**src/bde_pkg.sv**
```systemverilog
// ----------------------------------------------------------------------------
// bde_pkg
// Shared types and constants for the bounded deque engine.
// ----------------------------------------------------------------------------
`timescale 1ns / 1ps

package bde_pkg;

  // Configuration port geometry
  localparam int unsigned ADDR_W = 3;
  localparam int unsigned DATA_W = 32;

  // Register index, taken from paddr[2]
  localparam logic REG_CAPACITY_LIMIT = 1'b0;

  localparam logic [3:0]  LIMIT_RESET = 4'd5;
  localparam logic [63:0] EMPTY_MARK  = 64'hFFFF_FFFF_FFFF_FFFF;

  typedef enum logic [2:0] {
    MODE_PUSH_FRONT = 3'd0,
    MODE_PUSH_BACK  = 3'd1,
    MODE_POP_FRONT  = 3'd2,
    MODE_POP_BACK   = 3'd3,
    MODE_CLEAR      = 3'd4,
    MODE_QUERY      = 3'd5
  } mode_e;

  typedef enum logic [1:0] {
    STATUS_OK        = 2'd0,
    STATUS_OVERFLOW  = 2'd1,
    STATUS_UNDERFLOW = 2'd2
  } status_e;

  typedef enum logic [1:0] {
    ST_IDLE  = 2'd0,
    ST_EXEC  = 2'd1,
    ST_FETCH = 2'd2,
    ST_REPLY = 2'd3
  } state_e;

  // Controller to datapath commands
  typedef struct packed {
    logic load;   // capture the input item
    logic exec;   // apply operation, write store, read popped entry
    logic fetch;  // capture popped entry, read front and back entries
  } cmd_t;

endpackage

```
**src/bde_cfg.sv**
```systemverilog
// ----------------------------------------------------------------------------
// bde_cfg
// APB register file holding the fill limit.
// ----------------------------------------------------------------------------
`timescale 1ns / 1ps

module bde_cfg (
  input  logic                       clk_i,
  input  logic                       rst_ni,
  input  logic                       psel,
  input  logic                       penable,
  input  logic                       pwrite,
  input  logic [bde_pkg::ADDR_W-1:0] paddr,
  input  logic [bde_pkg::DATA_W-1:0] pwdata,
  output logic [bde_pkg::DATA_W-1:0] prdata,
  output logic                       pready,
  output logic [3:0]                 limit_o
);

  logic [3:0] limit_q, limit_d;
  logic       hit;

  assign pready = 1'b1;
  assign hit    = (paddr[2] == bde_pkg::REG_CAPACITY_LIMIT);

  always_comb begin
    limit_d = limit_q;
    if (psel && penable && pwrite && hit) begin
      limit_d = pwdata[3:0];
    end
  end

  always_ff @(posedge clk_i or negedge rst_ni) begin
    if (!rst_ni) begin
      limit_q <= bde_pkg::LIMIT_RESET;
    end else begin
      limit_q <= limit_d;
    end
  end

  assign prdata  = hit ? {{(bde_pkg::DATA_W-4){1'b0}}, limit_q} : '0;
  assign limit_o = limit_q;

endmodule

```
**src/bde_ctrl.sv**
```systemverilog
// ----------------------------------------------------------------------------
// bde_ctrl
// Sequencer: accept, execute, fetch, reply.
// ----------------------------------------------------------------------------
`timescale 1ns / 1ps

module bde_ctrl (
  input  logic          clk_i,
  input  logic          rst_ni,
  input  logic          start,
  output logic          busy,
  output logic          done_o,
  output bde_pkg::cmd_t cmd_o
);

  bde_pkg::state_e state_q, state_d;

  always_ff @(posedge clk_i or negedge rst_ni) begin
    if (!rst_ni) begin
      state_q <= bde_pkg::ST_IDLE;
    end else begin
      state_q <= state_d;
    end
  end

  always_comb begin
    state_d   = state_q;
    cmd_o     = '0;
    busy      = 1'b0;
    done_o    = 1'b0;
    case (state_q)
      bde_pkg::ST_IDLE: begin
        if (start) begin
          cmd_o.load = 1'b1;
          state_d    = bde_pkg::ST_EXEC;
        end
      end
      bde_pkg::ST_EXEC: begin
        busy       = 1'b1;
        cmd_o.exec = 1'b1;
        state_d    = bde_pkg::ST_FETCH;
      end
      bde_pkg::ST_FETCH: begin
        busy        = 1'b1;
        cmd_o.fetch = 1'b1;
        state_d     = bde_pkg::ST_REPLY;
      end
      bde_pkg::ST_REPLY: begin
        // result shown this cycle; next item may be taken alongside
        done_o = 1'b1;
        if (start) begin
          cmd_o.load = 1'b1;
          state_d    = bde_pkg::ST_EXEC;
        end else begin
          state_d = bde_pkg::ST_IDLE;
        end
      end
      default: begin
        state_d = bde_pkg::ST_IDLE;
      end
    endcase
  end

endmodule

```
**src/bde_dp.sv**
```systemverilog
// ----------------------------------------------------------------------------
// bde_dp
// Circular store, head/count pointers and result formatting.
// ----------------------------------------------------------------------------
`timescale 1ns / 1ps

module bde_dp #(
  parameter int STORE_DEPTH = 8
) (
  input  logic                clk_i,
  input  logic                rst_ni,
  input  bde_pkg::cmd_t       cmd_i,
  input  logic [2:0]          mode_i,
  input  logic signed [63:0]  push_value_i,
  input  logic [3:0]          limit_i,
  output logic [1:0]          status_o,
  output logic signed [63:0]  popped_value_o,
  output logic signed [63:0]  front_value_o,
  output logic signed [63:0]  back_value_o,
  output logic [3:0]          entry_count_o,
  output logic                is_empty_o,
  output logic                is_full_o
);

  localparam int IdxW = $clog2(STORE_DEPTH);
  localparam int SumW = ((IdxW > 4) ? IdxW : 4) + 1;
  localparam logic [3:0]      DepthCap = (STORE_DEPTH > 15) ? 4'd15 : 4'(STORE_DEPTH);
  localparam logic [IdxW-1:0] LastIdx  = IdxW'(STORE_DEPTH - 1);
  localparam logic [SumW-1:0] DepthW   = SumW'(STORE_DEPTH);

  // offset is below the depth wherever the slot is used, so one subtract wraps it
  function automatic logic [IdxW-1:0] slot_of(input logic [IdxW-1:0] base,
                                              input logic [3:0]      ofs);
    logic [SumW-1:0] sum;
    sum = SumW'(base) + SumW'(ofs);
    if (sum >= DepthW) begin
      sum = sum - DepthW;
    end
    return sum[IdxW-1:0];
  endfunction

  logic [63:0] mem [STORE_DEPTH];

  bde_pkg::mode_e   mode_q;
  logic [63:0]      value_q;
  logic [IdxW-1:0]  head_q, head_d;
  logic [3:0]       count_q, count_d;
  bde_pkg::status_e status_q, status_d;
  logic             pop_ok_q, pop_ok_d;
  logic [63:0]      popped_q;
  logic [63:0]      rd_a_q, rd_b_q;

  logic [3:0]       eff_limit;
  logic             push_ok;
  logic             we;
  logic [IdxW-1:0]  waddr, pop_addr, rd_a_addr, back_addr;

  assign eff_limit = (limit_i > DepthCap) ? DepthCap : limit_i;
  assign push_ok   = (count_q < eff_limit);

  always_comb begin
    head_d   = head_q;
    count_d  = count_q;
    status_d = status_q;
    pop_ok_d = pop_ok_q;
    we       = 1'b0;
    waddr    = slot_of(head_q, count_q);
    pop_addr = head_q;
    if (cmd_i.exec) begin
      status_d = bde_pkg::STATUS_OK;
      pop_ok_d = 1'b0;
      case (mode_q)
        bde_pkg::MODE_PUSH_FRONT: begin
          if (push_ok) begin
            head_d  = (head_q == '0) ? LastIdx : head_q - IdxW'(1);
            waddr   = head_d;
            we      = 1'b1;
            count_d = count_q + 4'd1;
          end else begin
            status_d = bde_pkg::STATUS_OVERFLOW;
          end
        end
        bde_pkg::MODE_PUSH_BACK: begin
          if (push_ok) begin
            we      = 1'b1;
            count_d = count_q + 4'd1;
          end else begin
            status_d = bde_pkg::STATUS_OVERFLOW;
          end
        end
        bde_pkg::MODE_POP_FRONT: begin
          if (count_q != 4'd0) begin
            pop_ok_d = 1'b1;
            head_d   = (head_q == LastIdx) ? '0 : head_q + IdxW'(1);
            count_d  = count_q - 4'd1;
          end else begin
            status_d = bde_pkg::STATUS_UNDERFLOW;
          end
        end
        bde_pkg::MODE_POP_BACK: begin
          pop_addr = slot_of(head_q, count_q - 4'd1);
          if (count_q != 4'd0) begin
            pop_ok_d = 1'b1;
            count_d  = count_q - 4'd1;
          end else begin
            status_d = bde_pkg::STATUS_UNDERFLOW;
          end
        end
        bde_pkg::MODE_CLEAR: begin
          head_d  = '0;
          count_d = 4'd0;
        end
        default: begin
          // query and unused codes change nothing
        end
      endcase
    end
  end

  assign rd_a_addr = cmd_i.fetch ? head_q : pop_addr;
  assign back_addr = slot_of(head_q, count_q - 4'd1);

  always_ff @(posedge clk_i or negedge rst_ni) begin
    if (!rst_ni) begin
      head_q  <= '0;
      count_q <= 4'd0;
    end else begin
      head_q  <= head_d;
      count_q <= count_d;
    end
  end

  always_ff @(posedge clk_i) begin
    if (cmd_i.load) begin
      mode_q  <= bde_pkg::mode_e'(mode_i);
      value_q <= push_value_i;
    end
    status_q <= status_d;
    pop_ok_q <= pop_ok_d;
    if (cmd_i.fetch) begin
      popped_q <= pop_ok_q ? rd_a_q : 64'd0;
    end
  end

  // store: one write port, two registered read ports
  always_ff @(posedge clk_i) begin
    if (we) begin
      mem[waddr] <= value_q;
    end
    rd_a_q <= mem[rd_a_addr];
    rd_b_q <= mem[back_addr];
  end

  assign status_o       = status_q;
  assign popped_value_o = popped_q;
  assign front_value_o  = (count_q == 4'd0) ? bde_pkg::EMPTY_MARK : rd_a_q;
  assign back_value_o   = (count_q == 4'd0) ? bde_pkg::EMPTY_MARK : rd_b_q;
  assign entry_count_o  = count_q;
  assign is_empty_o     = (count_q == 4'd0);
  assign is_full_o      = (count_q == eff_limit);

endmodule

```
**src/bounded_deque_engine.sv**
```systemverilog
// ----------------------------------------------------------------------------
// bounded_deque_engine
// Bounded double-ended queue of signed 64-bit values in a circular store.
// ----------------------------------------------------------------------------
// An item is taken at a clock edge where start is high and busy is low. Its
// result follows the execute and fetch states: done_o is high for exactly one
// cycle and the result ports are valid only in that cycle. The receiver
// cannot stall, so sample the result whenever done_o is high. busy stays
// high in the execute and fetch states after acceptance; a new item may be
// started in the same cycle a result is shown. The fetch state is needed as
// the store's read ports are registered: the popped entry is read in the
// execute cycle and the new front and back entries in the fetch cycle.
// The fill limit (capacity_limit, reset 5) lives at byte address 0 of the
// APB port; write it only while no item is in flight. A limit above the store
// depth is clamped to the depth. Store entries hold no reset value; only
// written entries reach the outputs. Mode codes 6 and 7 behave as a query.
// ----------------------------------------------------------------------------
`timescale 1ns / 1ps

module bounded_deque_engine #(
  parameter int STORE_DEPTH = 8
) (
  input  logic                       clk_i,
  input  logic                       rst_ni,
  // command channel
  input  logic                       start,
  output logic                       busy,
  input  logic [2:0]                 mode_i,
  input  logic signed [63:0]         push_value_i,
  // result channel
  output logic                       done_o,
  output logic [1:0]                 status_o,
  output logic signed [63:0]         popped_value_o,
  output logic signed [63:0]         front_value_o,
  output logic signed [63:0]         back_value_o,
  output logic [3:0]                 entry_count_o,
  output logic                       is_empty_o,
  output logic                       is_full_o,
  // APB configuration
  input  logic                       psel,
  input  logic                       penable,
  input  logic                       pwrite,
  input  logic [bde_pkg::ADDR_W-1:0] paddr,
  input  logic [bde_pkg::DATA_W-1:0] pwdata,
  output logic [bde_pkg::DATA_W-1:0] prdata,
  output logic                       pready
);

  bde_pkg::cmd_t cmd;
  logic [3:0]    limit;

  // fill limit register
  bde_cfg u_cfg (
    .clk_i   (clk_i),
    .rst_ni  (rst_ni),
    .psel    (psel),
    .penable (penable),
    .pwrite  (pwrite),
    .paddr   (paddr),
    .pwdata  (pwdata),
    .prdata  (prdata),
    .pready  (pready),
    .limit_o (limit)
  );

  // sequencer: idle -> execute -> fetch -> reply
  bde_ctrl u_ctrl (
    .clk_i  (clk_i),
    .rst_ni (rst_ni),
    .start  (start),
    .busy   (busy),
    .done_o (done_o),
    .cmd_o  (cmd)
  );

  // store, pointers and result fields; outputs are valid while done_o is high
  bde_dp #(
    .STORE_DEPTH (STORE_DEPTH)
  ) u_dp (
    .clk_i          (clk_i),
    .rst_ni         (rst_ni),
    .cmd_i          (cmd),
    .mode_i         (mode_i),
    .push_value_i   (push_value_i),
    .limit_i        (limit),
    .status_o       (status_o),
    .popped_value_o (popped_value_o),
    .front_value_o  (front_value_o),
    .back_value_o   (back_value_o),
    .entry_count_o  (entry_count_o),
    .is_empty_o     (is_empty_o),
    .is_full_o      (is_full_o)
  );

endmodule

```
**config.mk**
```make
export PLATFORM = sky130hd
export DESIGN_NAME = bounded_deque_engine
export DESIGN_NICKNAME = d
export VERILOG_FILES = /design/src/bde_pkg.sv /design/src/bde_cfg.sv /design/src/bde_ctrl.sv /design/src/bde_dp.sv /design/src/bounded_deque_engine.sv
export SDC_FILE = /design/constraint.sdc
export NUM_CORES = 1
export LEC_CHECK = 0
export BUFFER_PORTS_ARGS = -buffer_cell sky130_fd_sc_hd__buf_2
export CORE_MARGIN = 2
export CORE_UTILIZATION = 40
export CTS_CLUSTER_SIZE = 12
export DETAILED_ROUTE_END_ITERATION = 7
export SKIP_LAST_GASP = 1
export SLEW_MARGIN = 20
export SYNTH_ARGS = -nofsm -noshare
export SYNTH_HDL_FRONTEND = slang
export SYNTH_SLANG_ARGS = --single-unit
```
**constraint.sdc**
```tcl
create_clock -name clk_i -period 5.24 [get_ports clk_i]
set_clock_uncertainty 0.15 [all_clocks]
set_input_delay 1.31 -clock clk_i [delete_from_list [all_inputs] [get_ports clk_i]]
set_output_delay 1.31 -clock clk_i [all_outputs]
set_load 0.05 [all_outputs]
```
==> flow_metrics.env <==
export IMPL_cts_sinks=787
export IMPL_cp_top_family="buffers and inverters"
export IMPL_cp_required_ps=3780
export IMPL_coreArea_um2=89870
export IMPL_grt_ovfl_total=0
export IMPL_route_detailed_drc=0
export IMPL_holdCritStartpoint="u_dp.rd_a_q[5]"
export IMPL_grt_pass1_wl_um=170000
export IMPL_ctsHtreeMaxLevel=3
export IMPL_synth_edf_count=646
export IMPL_final_nets=3125
export IMPL_yosysSeqAreaShare_pct=61.55
export IMPL_synth_async_reset_ratio_pct=1.652
export IMPL_cts_root_buffer="clkbuf_16"
export IMPL_clkTransAtPathRegs_ps=60
export IMPL_final_layout_size_suffix_gt1_share_pct=22.94
export IMPL_synth_cell_types=62
export IMPL_cp_end_kind="primary output"
export IMPL_grt_max_degree=140
export IMPL_die_y_um=304.9
export IMPL_ys_seq_elements=787
export IMPL_dpl_worst_slack_ps=845.3
export IMPL_cts_buffers=88
export IMPL_synthToLayoutAreaGrowth_pct=15.20
export IMPL_vias=26589
export IMPL_worstPathCellList="inv_1 > ha_1 > nor3b_2 > buf_4 > or2_2 > buf_2"
export IMPL_nFillCells=7861
export IMPL_reg2reg_slack_ps=700
export IMPL_tightest_slew_ps=1126
export IMPL_post_dp_hpwl_um=60120
export IMPL_critPathKind="flop to primary output"
export IMPL_wire_per_inst_um=27.60
export IMPL_gp_congestion=0.8273
export IMPL_drv_cap=0
export IMPL_hold_violations=0
export IMPL_worst_path_buf_inv=3
export IMPL_worst_setup_path_start_kind="flop"
export IMPL_arrival_ps=3310
export IMPL_ctsResizeCount=0
export IMPL_ys_warn_count=0
export IMPL_hold_path_depth=1
export IMPL_post_route_min_period_ps=4769
export IMPL_status="completed"
export IMPL_cpMaxStageDelayCell="buf_4"
export IMPL_clk_latency_ps=670
export IMPL_antenna_found_initial=5
export IMPL_diodes=0
export IMPL_dr_first_iter_drc_count=3306
export IMPL_slew_headroom_pct=24.92
export IMPL_rr_endpoint="u_dp.rd_b_q[57]"
export IMPL_crit_path_max_incr_delay_ps=720
export IMPL_r2r_start="u_dp.entry_count_o[0]"
export IMPL_die_w_um=304.9
export IMPL_ys_flop_type="edfxtp_1"
export IMPL_synthCells=2825
export IMPL_boundaryPins=343
export IMPL_place_port_buffers=283
export IMPL_min_period_over_period_pct=91.01
export IMPL_setup_slack_ps=470.9
export IMPL_viasPerCell=6.258
export IMPL_cts_hold_buffers_added=0
export IMPL_ant_nets=0
export IMPL_report_final_slew_viol_count=0
export IMPL_whs_endpoint="u_dp.popped_value_o[5]"
export IMPL_holdCritPathClass="flop to flop"
export IMPL_gr_usage_all_layers_pct=24.38
export IMPL_die_area_um2=92950
export IMPL_r2r_cells=8
export IMPL_drt_pass1_iterations=6
export IMPL_routed_wl_um=117300
export IMPL_clock_path_buffers=3
export IMPL_rsz0062_at_grt="no"
export IMPL_netlist_area_um2=36210
export IMPL_crit_fanout=105
export IMPL_tritoncts="done"
export IMPL_setup_viol=0
export IMPL_first_global_vias=26692
export IMPL_max_clock_freq_mhz=209.7
export IMPL_start_util_pct=40.29
export IMPL_fp_row_count=110
export IMPL_cts_setup_buffers=0
export IMPL_synth_area_per_cell_um2=12.82
## synthesized netlist by cell type, drive strengths merged (2+ instances only)
| cell type | instances | area (um^2) |
|---|---|---|
| mux4 | 64 | 1441 |
| conb | 2 | 7.510 |
| dfxtp | 128 | 2562 |
| o21ai | 6 | 30.03 |
| nand4 | 2 | 12.51 |
| a22oi | 2 | 15.01 |
| o22a | 65 | 569.3 |
| fa | 2 | 40.04 |
| clkbuf | 207 | 780.8 |
| or2 | 131 | 819.5 |
| a31oi | 3 | 25.02 |
| o2bb2ai | 2 | 17.52 |
| nand4bb | 2 | 22.52 |
| nand2b | 135 | 844.6 |
| o31ai | 64 | 480.5 |
| a21oi | 136 | 680.7 |
| dfrtp | 11 | 275.3 |
| xnor2 | 2 | 25.03 |
| inv | 12 | 45.04 |
| nor2b | 8 | 50.05 |
| xor2 | 2 | 25.03 |
| o22ai | 66 | 412.9 |
| nor2 | 146 | 548.0 |
| mux2 | 9 | 101.4 |
| and2 | 67 | 419.2 |
| nand2 | 264 | 991.0 |
| a311oi | 128 | 1121 |
| o221ai | 64 | 560.5 |
| nor3b | 3 | 22.52 |
| nand3 | 2 | 10.01 |
| edfxtp | 646 | 19400 |
| dfstp | 2 | 52.55 |
| a211oi | 132 | 991.0 |
| buf | 76 | 530.5 |
| ha | 17 | 212.7 |
| nor3 | 5 | 25.02 |
| a32oi | 3 | 41.29 |
| mux2i | 131 | 1324 |
| a21o | 3 | 22.52 |
| a221oi | 64 | 560.5 |
## cell usage in the layout (no fill, tap or decap), types with 12 or more instances in the layout
cell type and n:
dfxtp_1 128, buf_2 283, clkbuf_16 89, clkbuf_8 14
mux2i_1 130, clkbuf_1 28, and2_1 66, mux4_2 64
nor2_1 137, buf_4 30, buf_12 24, o22ai_1 66
conb_1 29, a21oi_1 135, a311oi_1 128, a221oi_1 64
o22a_1 65, o31ai_1 64, or2_2 131, o221ai_1 64
ha_1 15, nand2b_1 134, nand2_1 262, clkinv_2 12
edfxtp_1 646, a211oi_1 132
## how the worst max path moves through the flow
stage          depth (start not counted)          endpoint             startpoint  slack [ps]
2_1_floorplan                         10    u_dp.mem[3][0]         u_dp.head_q[0]        -390
3_3_place_gp                           9    u_dp.rd_a_q[0]      u_ctrl.state_q[1]         920
3_5_place_dp                           8   u_dp.rd_b_q[57]  u_dp.entry_count_o[0]         850
4_1_cts                                6  back_value_o[13]  u_dp.entry_count_o[0]         450
5_1_grt                                6  back_value_o[13]  u_dp.entry_count_o[0]         290
6_report                               6  back_value_o[16]  u_dp.entry_count_o[0]         470
## per-layer routing
metal | up-vias | share of wire [%] | track usage, % | wire length [um]
met3 | 382 | 10 | 4.659 | 12140
met1 | 13094 | 40 | 32.47 | 46680
met2 | 1835 | 46 | 38.07 | 53480
li1 | 11272 | - | - | -
met4 | 6 | 4.2 | 12.46 | 4933
met5 | - | 0.038 | 0 | 44
## cell type report
class                      count  area [um^2]  share of cell area [%]
clock buffer                 131         2525                   6.053
clock inverter                34        316.6                  0.7589
inverter                      12        52.55                  0.1260
multi-input combinational   1770        12910                   30.94
sequential                   787        22290                   53.44
tap                         1176         1471                   3.527
timing repair buffer         339         2148                   5.150
## worst reg2reg max path, stage by stage, from the launching register on
cell and delay [ps]:
dfrtp_1 490, inv_1 200, ha_1 380, fa_4 1120
inv_1 250, nor2_4 190, buf_4 720, buf_4 590
a221oi_1 220
## cell families (layout without fill, tap and decap cells)
family | Yosys count | after routing | share of synthesized area [%]
compound gates | 743 | 743 | 15.39
xor+xnor | 4 | 4 | 0.1383
fa+ha+maj | 19 | 19 | 0.6980
buf+inv | 295 | 516 | 3.746
flops | 787 | 787 | 61.55
mux | 204 | 204 | 7.916
other cells | 2 | 29 | 0.02074
simple gates | 771 | 771 | 10.53
## sequential cells by signal, indices dropped and copies added (netlist names)
| signal | count |
|---|---|
| u_dp.status_o | 2 |
| u_dp.mem | 512 |
| u_dp.popped_value_o | 64 |
| u_dp.value_q | 64 |
| u_dp.rd_a_q | 64 |
| u_dp.entry_count_o | 4 |
| u_cfg.limit_o | 4 |
| u_dp.pop_ok_q | 1 |
| u_dp.rd_b_q | 64 |
| u_dp.mode_q | 3 |
| u_ctrl.state_q | 2 |
| u_dp.head_q | 3 |
## metrics by stage
stage	cells	hold slack, ps	area, um^2	utilization, %	TNS (ps)
after floorplan	2852	343.9	36330	-	-50090
after global placement	4083	356.2	38850	43.23	0
after detailed placement	4084	360.6	38870	43.25	0
after CTS	4249	352.6	41710	46.41	0
after global routing	4249	391.6	41710	46.41	0
final	4249	371.5	41710	46.41	0
Power is left out: the tool's default activity adds up to more than one toggle a clock period on the data nets, which glitch-free logic cannot reach.
